===== config.mk =====
export PLATFORM = sky130hd
export DESIGN_NAME = pid_windowed_integral_controller_flat
export DESIGN_NICKNAME = d
export VERILOG_FILES = /design/src/rtl/pidw_pkg.sv /design/src/rtl/pidw_meas_if.sv /design/src/rtl/pidw_ctrl_if.sv /design/src/rtl/pidw_cfg_if.sv /design/src/rtl/pid_windowed_integral_controller.sv /design/src/rtl/pidw_div.sv /design/src/flat_wrapper.sv
export SDC_FILE = /design/constraint.sdc
export NUM_CORES = 2
export LEC_CHECK = 0
export BUFFER_PORTS_ARGS = -buffer_cell sky130_fd_sc_hd__buf_2
export CORE_MARGIN = 1
export CORE_UTILIZATION = 50
export DETAILED_ROUTE_END_ITERATION = 12
export GPL_ROUTABILITY_DRIVEN = 0
export GPL_TIMING_DRIVEN = 1
export PLACE_DENSITY = 0.65
export SLEW_MARGIN = 5
export SYNTH_ARGS = -nofsm -noshare
export SYNTH_HDL_FRONTEND = slang
export SYNTH_SLANG_ARGS = --single-unit

===== constraint.sdc =====
create_clock -name clk -period 12.9 [get_ports clk]
set_input_delay 1.29 -clock clk [delete_from_list [all_inputs] [get_ports clk]]
set_output_delay 1.29 -clock clk [all_outputs]
set_load 0.005 [all_outputs]

===== src/rtl/pidw_pkg.sv =====
package pidw_pkg;

    localparam int WINDOW_DEPTH_DEF = 25;
    localparam int GAIN_SCALE_DEF   = 10000;

    localparam int MEAS_W   = 8;
    localparam int CTRL_W   = 16;
    localparam int ENTRY_W  = 16;
    localparam int CFG_IDX_W  = 3;
    localparam int CFG_DATA_W = 16;

    localparam int TARGET_W = 8;
    localparam int FRAME_W  = 10;
    localparam int GAIN_W   = 15;

    localparam int DIV_NUM_W = 32;
    localparam int DIV_DEN_W = 16;

    localparam logic [CFG_IDX_W-1:0] REG_TARGET = 3'd0;
    localparam logic [CFG_IDX_W-1:0] REG_FRAME  = 3'd1;
    localparam logic [CFG_IDX_W-1:0] REG_GAIN_P = 3'd2;
    localparam logic [CFG_IDX_W-1:0] REG_GAIN_I = 3'd3;
    localparam logic [CFG_IDX_W-1:0] REG_GAIN_D = 3'd4;

    localparam logic [TARGET_W-1:0] TARGET_RST = 8'd0;
    localparam logic [FRAME_W-1:0]  FRAME_RST  = 10'd101;
    localparam logic [GAIN_W-1:0]   GAIN_P_RST = 15'd10000;
    localparam logic [GAIN_W-1:0]   GAIN_I_RST = 15'd0;
    localparam logic [GAIN_W-1:0]   GAIN_D_RST = 15'd0;

    typedef struct packed {
        logic busy;
        logic done;
    } div_stat_t;

endpackage


===== src/rtl/pidw_meas_if.sv =====
interface pidw_meas_if;
    logic                          valid;
    logic                          ready;
    logic [pidw_pkg::MEAS_W-1:0]   measured_value;

    modport source (output valid, output measured_value, input ready);
    modport sink (input valid, input measured_value, output ready);
endinterface


===== src/rtl/pidw_ctrl_if.sv =====
interface pidw_ctrl_if;
    logic                               valid;
    logic                               ready;
    logic signed [pidw_pkg::CTRL_W-1:0] control_value;

    modport source (output valid, output control_value, input ready);
    modport sink (input valid, input control_value, output ready);
endinterface


===== src/rtl/pidw_cfg_if.sv =====
interface pidw_cfg_if;
    logic                              valid;
    logic                              ready;
    logic [pidw_pkg::CFG_IDX_W-1:0]    index;
    logic [pidw_pkg::CFG_DATA_W-1:0]   data;

    modport source (output valid, output index, output data, input ready);
    modport sink (input valid, input index, input data, output ready);
endinterface


===== src/rtl/pid_windowed_integral_controller.sv =====
// PID controller with a sliding-window integral term.
// Channels: meas (sink) takes one measured_value per request; ctrl (source)
// returns one control_value per request; cfg (sink) writes the setpoint,
// frame length and the three gains by index, always ready; the user must
// write it only while idle, as the block does not enforce this. One shared
// multiplier and one serial divider (two quotient bits a cycle, 16 steps)
// are sequenced through four divisions: P, I, derivative by frame length,
// and D. meas.ready is high only between requests, so a new request is not
// taken until the previous result has gone to the output register.
// The window of WINDOW_DEPTH scaled errors is a circular buffer with a fill
// count, a running 16-bit wrapped sum and the two newest entries in
// registers; entries not yet written read as zero.
// Reset: registers return to their reset values, the window reads empty,
// no clearing pass is needed.
// Stall: a result waits in the output register while ctrl.ready is low; the
// next request is accepted meanwhile and its result held until ctrl frees.
module pid_windowed_integral_controller #(
    parameter int WINDOW_DEPTH = pidw_pkg::WINDOW_DEPTH_DEF,
    parameter int GAIN_SCALE   = pidw_pkg::GAIN_SCALE_DEF
)
(
    input  logic       clk,
    input  logic       rst_n,
    pidw_meas_if.sink  meas,
    pidw_ctrl_if.source ctrl,
    pidw_cfg_if.sink   cfg
);

    localparam int PTR_W   = $clog2(WINDOW_DEPTH);
    localparam int CNT_W   = $clog2(WINDOW_DEPTH + 1);
    localparam int ENTRY_W = pidw_pkg::ENTRY_W;
    localparam int NUM_W   = pidw_pkg::DIV_NUM_W;
    localparam int DEN_W   = pidw_pkg::DIV_DEN_W;
    localparam logic [PTR_W-1:0] PTR_LAST  = PTR_W'(WINDOW_DEPTH - 1);
    localparam logic [CNT_W-1:0] CNT_FULL  = CNT_W'(WINDOW_DEPTH);
    localparam logic [DEN_W-1:0] SCALE_DEN = DEN_W'(GAIN_SCALE);

    typedef enum logic [3:0] {
        S_IDLE, S_ENTRY, S_SHIFT, S_P_GO, S_P_WAIT, S_I_MUL, S_I_GO, S_I_WAIT,
        S_D_GO, S_D_WAIT, S_D_MUL, S_E_GO, S_E_WAIT, S_EMIT
    } state_t;

    state_t state_reg;

    logic [pidw_pkg::TARGET_W-1:0] target_reg;
    logic [pidw_pkg::FRAME_W-1:0]  frame_reg;
    logic [pidw_pkg::GAIN_W-1:0]   gain_p_reg;
    logic [pidw_pkg::GAIN_W-1:0]   gain_i_reg;
    logic [pidw_pkg::GAIN_W-1:0]   gain_d_reg;

    logic [ENTRY_W-1:0] mem [WINDOW_DEPTH];
    logic [ENTRY_W-1:0] rdata_reg;
    logic [PTR_W-1:0]   ptr_reg;
    logic [CNT_W-1:0]   count_reg;
    logic [ENTRY_W-1:0] sum_reg;
    logic [ENTRY_W-1:0] newest_reg;
    logic [ENTRY_W-1:0] prev_reg;

    logic signed [8:0]        err_reg;
    logic signed [NUM_W-1:0]  prod_reg;
    logic signed [16:0]       qd_reg;
    logic [ENTRY_W-1:0]       p_reg;
    logic [ENTRY_W-1:0]       i_reg;
    logic [ENTRY_W-1:0]       d_reg;
    logic                     out_valid_reg;
    logic [ENTRY_W-1:0]       out_data_reg;

    logic signed [17:0] mul_a;
    logic signed [15:0] mul_b;
    logic signed [33:0] mul_prod;
    logic signed [16:0] diff;
    logic [ENTRY_W-1:0] oldest;

    logic                     div_start;
    logic signed [NUM_W-1:0]  div_num;
    logic [DEN_W-1:0]         div_den;
    pidw_pkg::div_stat_t      div_stat;
    logic signed [NUM_W-1:0]  div_quot;

    assign cfg.ready = 1'b1;

    always_ff @(posedge clk or negedge rst_n)
    begin
        if (!rst_n)
        begin
            target_reg <= pidw_pkg::TARGET_RST;
            frame_reg  <= pidw_pkg::FRAME_RST;
            gain_p_reg <= pidw_pkg::GAIN_P_RST;
            gain_i_reg <= pidw_pkg::GAIN_I_RST;
            gain_d_reg <= pidw_pkg::GAIN_D_RST;
        end
        else if (cfg.valid)
        begin
            unique case (cfg.index)
                pidw_pkg::REG_TARGET: target_reg <= cfg.data[pidw_pkg::TARGET_W-1:0];
                pidw_pkg::REG_FRAME:  frame_reg  <= cfg.data[pidw_pkg::FRAME_W-1:0];
                pidw_pkg::REG_GAIN_P: gain_p_reg <= cfg.data[pidw_pkg::GAIN_W-1:0];
                pidw_pkg::REG_GAIN_I: gain_i_reg <= cfg.data[pidw_pkg::GAIN_W-1:0];
                pidw_pkg::REG_GAIN_D: gain_d_reg <= cfg.data[pidw_pkg::GAIN_W-1:0];
                default: ;
            endcase
        end
    end

    always_comb
    begin
        case (state_reg)
            S_ENTRY:
            begin
                mul_a = {{9{err_reg[8]}}, err_reg};
                mul_b = {6'd0, frame_reg};
            end
            S_SHIFT:
            begin
                mul_a = {{9{err_reg[8]}}, err_reg};
                mul_b = {1'b0, gain_p_reg};
            end
            S_I_MUL:
            begin
                mul_a = {{2{sum_reg[ENTRY_W-1]}}, sum_reg};
                mul_b = {1'b0, gain_i_reg};
            end
            S_D_MUL:
            begin
                mul_a = {qd_reg[16], qd_reg};
                mul_b = {1'b0, gain_d_reg};
            end
            default:
            begin
                mul_a = '0;
                mul_b = '0;
            end
        endcase
    end

    assign mul_prod = mul_a * mul_b;

    assign diff   = {newest_reg[ENTRY_W-1], newest_reg} - {prev_reg[ENTRY_W-1], prev_reg};
    assign oldest = (count_reg == CNT_FULL) ? rdata_reg : '0;

    always_comb
    begin
        case (state_reg) inside
            S_P_GO, S_I_GO, S_D_GO, S_E_GO: div_start = 1'b1;
            default:                        div_start = 1'b0;
        endcase
    end

    assign div_num = (state_reg == S_D_GO) ? {{15{diff[16]}}, diff} : prod_reg;
    assign div_den = (state_reg == S_D_GO) ? {6'd0, frame_reg} : SCALE_DEN;

    pidw_div u_div
    (
        .clk   (clk),
        .rst_n (rst_n),
        .start (div_start),
        .num   (div_num),
        .den   (div_den),
        .stat  (div_stat),
        .quot  (div_quot)
    );

    always_ff @(posedge clk)
    begin
        if (state_reg == S_SHIFT)
        begin
            mem[ptr_reg] <= prod_reg[ENTRY_W-1:0];
        end
        rdata_reg <= mem[ptr_reg];
    end

    always_ff @(posedge clk or negedge rst_n)
    begin
        if (!rst_n)
        begin
            state_reg     <= S_IDLE;
            ptr_reg       <= '0;
            count_reg     <= '0;
            sum_reg       <= '0;
            newest_reg    <= '0;
            prev_reg      <= '0;
            err_reg       <= '0;
            prod_reg      <= '0;
            qd_reg        <= '0;
            p_reg         <= '0;
            i_reg         <= '0;
            d_reg         <= '0;
            out_valid_reg <= 1'b0;
            out_data_reg  <= '0;
        end
        else
        begin
            if (out_valid_reg && ctrl.ready && state_reg != S_EMIT)
            begin
                out_valid_reg <= 1'b0;
            end
            unique case (state_reg)
                S_IDLE:
                begin
                    if (meas.valid)
                    begin
                        err_reg   <= {1'b0, meas.measured_value} - {1'b0, target_reg};
                        state_reg <= S_ENTRY;
                    end
                end
                S_ENTRY:
                begin
                    prod_reg  <= mul_prod[NUM_W-1:0];
                    state_reg <= S_SHIFT;
                end
                S_SHIFT:
                begin
                    sum_reg    <= ENTRY_W'(sum_reg + prod_reg[ENTRY_W-1:0] - oldest);
                    prev_reg   <= newest_reg;
                    newest_reg <= prod_reg[ENTRY_W-1:0];
                    ptr_reg    <= (ptr_reg == PTR_LAST) ? '0 : ptr_reg + 1'b1;
                    if (count_reg != CNT_FULL)
                    begin
                        count_reg <= count_reg + 1'b1;
                    end
                    prod_reg  <= mul_prod[NUM_W-1:0];
                    state_reg <= S_P_GO;
                end
                S_P_GO:
                begin
                    state_reg <= S_P_WAIT;
                end
                S_P_WAIT:
                begin
                    if (div_stat.done)
                    begin
                        p_reg     <= div_quot[ENTRY_W-1:0];
                        state_reg <= S_I_MUL;
                    end
                end
                S_I_MUL:
                begin
                    prod_reg  <= mul_prod[NUM_W-1:0];
                    state_reg <= S_I_GO;
                end
                S_I_GO:
                begin
                    state_reg <= S_I_WAIT;
                end
                S_I_WAIT:
                begin
                    if (div_stat.done)
                    begin
                        i_reg     <= div_quot[ENTRY_W-1:0];
                        state_reg <= S_D_GO;
                    end
                end
                S_D_GO:
                begin
                    state_reg <= S_D_WAIT;
                end
                S_D_WAIT:
                begin
                    if (div_stat.done)
                    begin
                        qd_reg    <= div_quot[16:0];
                        state_reg <= S_D_MUL;
                    end
                end
                S_D_MUL:
                begin
                    prod_reg  <= mul_prod[NUM_W-1:0];
                    state_reg <= S_E_GO;
                end
                S_E_GO:
                begin
                    state_reg <= S_E_WAIT;
                end
                S_E_WAIT:
                begin
                    if (div_stat.done)
                    begin
                        d_reg     <= div_quot[ENTRY_W-1:0];
                        state_reg <= S_EMIT;
                    end
                end
                S_EMIT:
                begin
                    if (!out_valid_reg || ctrl.ready)
                    begin
                        out_data_reg  <= ENTRY_W'(p_reg + i_reg + d_reg);
                        out_valid_reg <= 1'b1;
                        state_reg     <= S_IDLE;
                    end
                end
                default:
                begin
                    state_reg <= S_IDLE;
                end
            endcase
        end
    end

    assign meas.ready         = (state_reg == S_IDLE);
    assign ctrl.valid         = out_valid_reg;
    assign ctrl.control_value = out_data_reg;

    a_one_in_flight: assert property (@(posedge clk) disable iff (!rst_n)
        meas.valid && meas.ready |=> !meas.ready)
        else $error("request accepted while another is in progress");

    a_fill_bound: assert property (@(posedge clk) disable iff (!rst_n)
        count_reg <= CNT_FULL)
        else $error("window fill count beyond depth");

    a_div_idle: assert property (@(posedge clk) disable iff (!rst_n)
        div_start |-> !div_stat.busy)
        else $error("divider restarted while busy");

    a_emit: assert property (@(posedge clk) disable iff (!rst_n)
        state_reg == S_EMIT && (!ctrl.valid || ctrl.ready) |=> ctrl.valid)
        else $error("result not presented after completion");

endmodule


===== src/rtl/pidw_div.sv =====
module pidw_div
(
    input  logic                                 clk,
    input  logic                                 rst_n,
    input  logic                                 start,
    input  logic signed [pidw_pkg::DIV_NUM_W-1:0] num,
    input  logic [pidw_pkg::DIV_DEN_W-1:0]        den,
    output pidw_pkg::div_stat_t                  stat,
    output logic signed [pidw_pkg::DIV_NUM_W-1:0] quot
);

    localparam int NUM_W = pidw_pkg::DIV_NUM_W;
    localparam int DEN_W = pidw_pkg::DIV_DEN_W;
    localparam int STEPS = NUM_W / 2;
    localparam int CNT_W = $clog2(STEPS);
    localparam logic [CNT_W-1:0] CNT_LAST = CNT_W'(STEPS - 1);

    logic [NUM_W-1:0] mag_reg;
    logic [DEN_W-1:0] rem_reg;
    logic [DEN_W-1:0] den_reg;
    logic             neg_reg;
    logic             zero_reg;
    logic             busy_reg;
    logic             done_reg;
    logic [CNT_W-1:0] cnt_reg;

    logic [DEN_W:0]   r1;
    logic [DEN_W:0]   r2;
    logic [DEN_W-1:0] s1;
    logic [DEN_W-1:0] rem_next;
    logic             q1;
    logic             q2;

    always_comb
    begin
        r1 = {rem_reg, mag_reg[NUM_W-1]};
        q1 = (r1 >= {1'b0, den_reg});
        s1 = q1 ? DEN_W'(r1 - {1'b0, den_reg}) : r1[DEN_W-1:0];
        r2 = {s1, mag_reg[NUM_W-2]};
        q2 = (r2 >= {1'b0, den_reg});
        rem_next = q2 ? DEN_W'(r2 - {1'b0, den_reg}) : r2[DEN_W-1:0];
    end

    always_ff @(posedge clk or negedge rst_n)
    begin
        if (!rst_n)
        begin
            mag_reg  <= '0;
            rem_reg  <= '0;
            den_reg  <= '0;
            neg_reg  <= 1'b0;
            zero_reg <= 1'b0;
            busy_reg <= 1'b0;
            done_reg <= 1'b0;
            cnt_reg  <= '0;
        end
        else
        begin
            done_reg <= 1'b0;
            if (start)
            begin
                mag_reg  <= num[NUM_W-1] ? NUM_W'(-num) : num;
                rem_reg  <= '0;
                den_reg  <= den;
                neg_reg  <= num[NUM_W-1];
                zero_reg <= (den == '0);
                busy_reg <= 1'b1;
                cnt_reg  <= '0;
            end
            else if (busy_reg)
            begin
                mag_reg <= {mag_reg[NUM_W-3:0], q1, q2};
                rem_reg <= rem_next;
                cnt_reg <= cnt_reg + 1'b1;
                if (cnt_reg == CNT_LAST)
                begin
                    busy_reg <= 1'b0;
                    done_reg <= 1'b1;
                end
            end
        end
    end

    assign stat.busy = busy_reg;
    assign stat.done = done_reg;
    assign quot = zero_reg ? '0 : (neg_reg ? NUM_W'(-mag_reg) : mag_reg);

endmodule

===== src/flat_wrapper.sv =====
// flat-port wrapper written by rule: the top's interface ports become plain ports
module pid_windowed_integral_controller_flat 
#(
    parameter int WINDOW_DEPTH = pidw_pkg::WINDOW_DEPTH_DEF,
    parameter int GAIN_SCALE   = pidw_pkg::GAIN_SCALE_DEF
)
  (clk, rst_n, meas_valid, meas_measured_value, meas_ready, ctrl_valid, ctrl_control_value, ctrl_ready, cfg_valid, cfg_index, cfg_data, cfg_ready);
  pidw_meas_if meas_i ();
  pidw_ctrl_if ctrl_i ();
  pidw_cfg_if cfg_i ();
  input  logic clk;
  input  logic rst_n;
  input wire logic [$bits(meas_i.valid)-1:0] meas_valid;
  input wire logic [$bits(meas_i.measured_value)-1:0] meas_measured_value;
  output wire logic [$bits(meas_i.ready)-1:0] meas_ready;
  output wire logic [$bits(ctrl_i.valid)-1:0] ctrl_valid;
  output wire logic [$bits(ctrl_i.control_value)-1:0] ctrl_control_value;
  input wire logic [$bits(ctrl_i.ready)-1:0] ctrl_ready;
  input wire logic [$bits(cfg_i.valid)-1:0] cfg_valid;
  input wire logic [$bits(cfg_i.index)-1:0] cfg_index;
  input wire logic [$bits(cfg_i.data)-1:0] cfg_data;
  output wire logic [$bits(cfg_i.ready)-1:0] cfg_ready;
  assign meas_i.valid = meas_valid;
  assign meas_i.measured_value = meas_measured_value;
  assign meas_ready = meas_i.ready;
  assign ctrl_valid = ctrl_i.valid;
  assign ctrl_control_value = ctrl_i.control_value;
  assign ctrl_i.ready = ctrl_ready;
  assign cfg_i.valid = cfg_valid;
  assign cfg_i.index = cfg_index;
  assign cfg_i.data = cfg_data;
  assign cfg_ready = cfg_i.ready;
  pid_windowed_integral_controller #(.WINDOW_DEPTH(WINDOW_DEPTH), .GAIN_SCALE(GAIN_SCALE)) u_core (.clk(clk), .rst_n(rst_n), .meas(meas_i), .ctrl(ctrl_i), .cfg(cfg_i));
endmodule

-- After elaboration in Yosys (flattened, before gate mapping)
Memories as Yosys holds them, arrays and structs flattened. A register that Yosys moved wholly into a read port is not among the register bits.
Index checks and enable logic that the tools add are counted.
- reduce and logical (&&, ||, !) cells: 24
- multipliers: 1
- bitwise gates (word level): 0
- magnitude comparators: 2
- shifts and indexed selects: 0
- divide/modulo/power cells: 0
- mux-type cells: 36
- equal/unequal tests: 28
- add/subtract/negate cells: 13
- operator list (operator ; count):
    $mux W32 ; 4
    $mux W16 ; 5
    $pmux W15 S4 ; 1
    $pmux W4 S14 ; 1
    $pmux W18 S3 ; 1
    $add A16 B16 Y16 ; 3
    $sub A16 B16 Y16 ; 3
    $ge A17 B16 Y1 ; 2
    $mux W17 ; 2
    $mul A18 B16 Y32 ; 1
    $mux W4 ; 8
    $neg A32 Y32 ; 1
    $eq A4 B4 Y1 const B ; 7
    $reduce_and A2 Y1 ; 12
    $neg A17 Y17 ; 1
    $sub A16 B16 Y17 ; 1
    $eq A4 B3 Y1 const B ; 4
    $logic_not A16 Y1 ; 1
    $mux W14 ; 1
    $mux W1 ; 12
    $add A5 B1 Y5 const B ; 2
    $eq A5 B5 Y1 const B ; 2
    $ne A2 B2 Y1 const B ; 5
    $sub A8 B8 Y9 ; 1
    19 further kinds ; 23
- bits in read-only memories: 0
- memories kept: 1
- memory bits (writable): 400
- bits in latches: 0
- bits in registers: 320
- word-level logic and storage cells: 132
- memories (memory ; words ; bits a word ; rd ports ; clocked after memory_dff ; write ports ; RTL line ; RTL):
    u_core.mem ; 25 ; 16 ; 1 ; 1 ; 1 ; pid_windowed_integral_controller.sv:51 ; logic [ENTRY_W-1:0] mem [WINDOW_DEPTH];

-- Logic depth before layout (Yosys ltp)
- depth in word-level cells: 6
- depth in mapped cells: 34
- mapped depth without buffers: 31

-- Hierarchy
A second synthesis with hierarchy kept.
- cell total of the unflattened synthesis: 3887
- area, all modules: 45158.3 µm²
- modules (own cells, without submodules) (module ; area an instance (µm²) ; cells each ; instances):
    pid_windowed_integral_controller ; 38803.5 ; 3115 ; 1
    pidw_div ; 6354.8 ; 772 ; 1

-- Worst setup path after synthesis
No wires, ideal clock.
- path kind: reg-to-reg
- start: register u_core.state_reg[3]
- end: register u_core.prod_reg[24]
- setup slack: 5.069 ns
- data required time: 12.763 ns
- period minus slack after synthesis: 7.831 ns
- arrival time: 7.694 ns
- stages on the path, launching flop included: 31
- setup time: 0.137 ns
- path buffers: 4
- cell sequence: dfrtp_1 -> buf_1 -> nor3_1 -> nand2b_1 -> clkbuf_1 -> and2_1 -> clkbuf_1 -> clkbuf_1 -> a221oi_1 -> nor2_1 -> fa_1 -> inv_1 -> fa_1 -> fa_1 -> fa_1 -> inv_1 -> fa_1 -> inv_1 -> fa_1 -> inv_1 -> ha_1 -> a211oi_1 -> nor2_1 -> a2111o_1 -> a41o_1 -> a21o_1 -> a21o_1 -> a221o_1 -> a21boi_0 -> xor2_1 -> a21oi_1
- word-level cells in the longest chain between the ends: 4
- elaborated cells on any way between the ends: 9
- classes of those cells: 1 x mul; 4 x eq/ne; 2 x mux; 2 x reduce/logical
- RTL lines (what ; RTL line ; RTL):
    start, declared ; pid_windowed_integral_controller.sv:43 ; state_t state_reg;
    start signal, assigned ; pid_windowed_integral_controller.sv:176 ; state_reg <= S_IDLE;
    start signal, assigned ; pid_windowed_integral_controller.sv:203 ; state_reg <= S_ENTRY;
    start signal, assigned ; pid_windowed_integral_controller.sv:209 ; state_reg <= S_SHIFT;
    $eq A4 B1 Y1 or $eq A4 B2 Y1 (tied branches) ; pid_windowed_integral_controller.sv:107, pid_windowed_integral_controller.sv:197 ;
    $reduce_or A2 Y1 (no source line) ; - ;
    $pmux W18 S3 ; pid_windowed_integral_controller.sv:107 ; case (state_reg)
    $mul A18 B16 Y32 ; pid_windowed_integral_controller.sv:136 ; assign mul_prod = mul_a * mul_b;
    end signal, assigned ; pid_windowed_integral_controller.sv:208 ; prod_reg <= mul_prod[NUM_W-1:0];
    end signal, assigned ; pid_windowed_integral_controller.sv:221 ; prod_reg <= mul_prod[NUM_W-1:0];
    end signal, assigned ; pid_windowed_integral_controller.sv:238 ; prod_reg <= mul_prod[NUM_W-1:0];
    end, declared ; pid_windowed_integral_controller.sv:60 ; logic signed [NUM_W-1:0] prod_reg;
Several ways; a longest one is shown, not always the timed one.
A chain may end at the register's enable or synchronous reset.

-- Worst setup path in the final report
- start: register u_core.state_reg[0]
- end: register u_core.prod_reg[30]
Same word-level chain as after synthesis.

==> summary.md <==
| Metric | Value |
|---|---|
| Outcome | finished clean |
| Max_slew headroom | 14.71% |
| Nets | 4346 |
| DR vias | 29180 |
| Post-synthesis mux area share | 8.208% |
| Final hold violations | 0 |
| Slowest cell delay on critical path | 1.00 ns |
| Final setup margin | 3.329 ns |
| Crit path max fanout | 67 |
| Worst Path Arrival | 10.05 ns |
| PD cells | 102.3 nW/um2 |
| # diodes | 0 |
| WL per Instance | 21.05 um |
| Largest net degree at the start of global routing | 113 |
| Share of cells above drive strength 1 | 12.16% |
| Critical path's top delay family | adder cells |
| Worst min path class | flop to flop |
| Floorplan row count | 108 |
| Worst-path clk slew | 0.06 ns |
| FF/Latch Area | 20240 um2 |
| Die Y | 299.2 um |
| Synth top area cells | edfxtp_1 (27%), dfrtp_1 (17%), fa_1 (13%) |
| Grt ovf | 0 |
| Area Growth Syn to Fin | 9.789% |
| Fraction of the cycle the final worst path needs | 74.19% |
| XOR/XNOR share of the synthesized area | 2.736% |
| Sum Neg Setup Slack | 0 ns |
| Post-synthesis compound-gate area fraction | 10.27% |
| Post-Syn Nets | 4321 |
| TritonCTS clock tree | done |
| Fillers | 7363 |
| Crit end category | flop |
| Peak VDD IR | 0.09633 mV |
| Num Clock Sinks | 731 |
| RSZ-0062 raised after global routing | no |
| Post-layout util | 55.64% |
| Setup bufs post-CTS | 0 |
| Final setup viols | 0 |
| Post-Synth Simple-Gate Area | 10.01% |
| Maxcap violations | 0 |
| Worst hold slack | 0.4624 ns |
| Clock Skews | 0.04051 ns |
| Post-route design area | 48500 um2 |
| Synth Cell Area | 44170 um2 |
| Drc violations | 0 |
| LEAKAGE | 19.03 nW |
| Root Driver | clkbuf_16 |
| Critical path buffers and inverters | 5 |
| Synth Warn # | 0 |
| Share of the synthesized area in the top cell type | 27.19% |
| Max Root-Sink Buffers | 3 |
| First-pass GRT wire length | 169300 um |
| Cell repeated most along the worst path | fa_1 |
| Initial core utilization | 50.68% |
| Post-CTS sizing | 0 |
| Post-synth EDFFs | 400 |
| Cell taking the most area after synthesis | edfxtp_1 |
| DIE WIDTH | 299.2 um |
| Core Box Area | 87160 um2 |
| Multi-input gate area | 21770 um2 |
| CP Class | flop to flop |
| Distinct cells, synth | 90 |
| Hpwl dp | 75390 um |
| Largest family of logic cells by synthesized area | adder cells |
| CP max stage cell | a221oi_1 |
| Initial antenna violation count | 1 |
| Sequential area share after synthesis | 45.79% |
| Worst slack, placed | 3.433 ns |
| Dpl cell area | 45800 um2 |
| Vias in the first global route | 29170 |
| GRT Total Usage | 24.46% |
| Skew-Pair Late Insertion Delay | 0.65 ns |
| Largest register FFs | 400 |
| Final non-filler cell total | 5078 |
| Adder-cell share of the synthesized area | 17.86% |
| Pins Over Slew Limit | 0 |
| Syn avg cell area | 11.53 um2 |
| Drt initial violations | 2092 |
| Crit path required time | 13.38 ns |
| PortBufs | 48 |
| Htree depth | 3 |
| Placed Cells | 4930 |
| CP startpoint kind | flop |
| Hold Buf Count CTS | 0 |
| Die area | 89540 um2 |
| Max frequency | 0.1045 GHz |
| Power Total | 4.963 mW |
| Tmin final | 9.571 ns |
| CTS buffer count | 79 |
| # IOs | 51 |
| Async S/R FF share, synth | 43.09% |
| Cells after synthesis | 3832 |
| Via density | 5.747 |
| Flops & latches, synth | 731 |
| DRT Wirelength | 106900 um |
| ANT nets after route | 0 |
| Slew @ Worst Pin | 1.279 ns |
| First-pass iteration count of the detailed router | 6 |
| Main flop type after synthesis | edfxtp_1 |
==> cell usage after synthesis, types with 10 or more instances <==
master,instances
inv_1,423
nand2_1,411
edfxtp_1,400
dfrtp_1,306
fa_1,289
nor2_1,286
o21ai_0,194
ha_1,168
clkbuf_1,145
a21oi_1,138
mux4_2,98
xnor2_1,83
mux2_2,78
o31ai_1,78
xor2_1,55
mux2i_1,54
nor3_1,47
and2_1,41
a21o_1,36
nand3_1,33
a22oi_1,28
nor2b_1,25
nand2b_1,23
or2_2,22
or3_1,22
buf_1,19
o21a_1,18
and3_1,16
dfxtp_1,16
a211oi_1,15
nand4_1,15
a31oi_1,14
o221ai_1,14
o22ai_1,13
a221oi_1,12
nor3b_1,11
o21bai_1,11
a21boi_0,10
a221o_1,10
==> worst register-to-register path, stage by stage (launching register included) <==
cell and delay, ns:
dfrtp_1 0.70, nand2b_1 0.39, nand2b_2 0.18, buf_4 0.53, nand2b_1 0.40, and2_1 0.45, a221oi_1 1.00, nor2_1 0.16
fa_1 0.57, inv_1 0.05, fa_1 0.46, fa_1 0.51, inv_1 0.05, fa_1 0.53, fa_1 0.50, inv_1 0.05
fa_1 0.47, inv_1 0.05, ha_1 0.29, o21ai_0 0.08, nor2_1 0.09, a2111o_1 0.37, a41o_1 0.29, a221oi_1 0.48
o21a_1 0.22, o21ai_0 0.11, xnor2_1 0.33, o21ai_0 0.12
==> metal layers <==
layer | GRT usage, % | vias up | wire (um)
met1 | 35.18 | 14800 | 47090
met4 | 6.062 | 0 | 2237
met5 | 0 | - | 0
met2 | 39.04 | 815 | 50310
li1 | - | 13410 | -
met3 | 3.834 | 163 | 7252
==> worst paths after layout <==
kind / from / cells past startpoint / slack, ns / endpoint
min in group asynchronous: rst_n / 1 / 0.76 / u_core.prev_reg[0]
setup reg to reg: u_core.state_reg[0] / 27 / 3.33 / u_core.prod_reg[30]
hold / removal: u_core.count_reg[4] / 1 / 0.46 / u_core.count_reg[4]
hold reg to reg: u_core.count_reg[4] / 1 / 0.46 / u_core.count_reg[4]
setup / recovery: u_core.state_reg[0] / 27 / 3.33 / u_core.prod_reg[30]
max in group asynchronous: rst_n / 2 / 10.63 / u_core.u_div.mag_reg[29]
==> placed cells by master, fill, tap and decap left out, types with 16 or more instances in the layout <==
cell type,count
o21ai_0,194
a22oi_1,28
nand2b_1,22
ha_1,168
xor2_1,55
inv_1,423
buf_2,48
o31ai_1,78
and2_1,41
nand3_1,33
fa_1,289
edfxtp_1,400
a21o_1,36
mux2i_1,54
and3_1,16
a21oi_1,138
o21a_1,18
clkbuf_1,19
buf_4,68
mux2_2,78
nor2_1,285
nor2b_1,25
nor3_1,42
or2_2,22
xnor2_1,83
or3_1,22
dfxtp_1,16
clkbuf_16,83
nand2_1,411
mux4_2,98
dfrtp_1,302
==> power breakdown <==
group / total [mW] / internal (mW) / switching [mW]
logic: 0.118 / 0.0535 / 0.0641
clock network: 2.33 / 1.36 / 0.965
registers: 2.52 / 2.49 / 0.0267
total: 4.96 / 3.91 / 1.06
==> logic make-up after synthesis <==
logic type | count (synthesis)
buffers and inverters | 596
adders and majority gates | 457
and+or+nand+nor | 989
xor gates and xnor gates | 138
AOI/OAI and AO/OA | 690
DFF | 731
other | 1
muxes | 230
==> area by class of cell <==
class / count / area share, %
Multi-Input combinational cell: 2505 / 44.89
Inverter: 423 / 3.274
Sequential cell: 731 / 41.72
Timing Repair Buffer: 117 / 1.579
Clock buffer: 110 / 4.657
Clock inverter: 37 / 0.8978
Tap cell: 1155 / 2.980
Note: power is estimated with default switching activity, not from simulation.
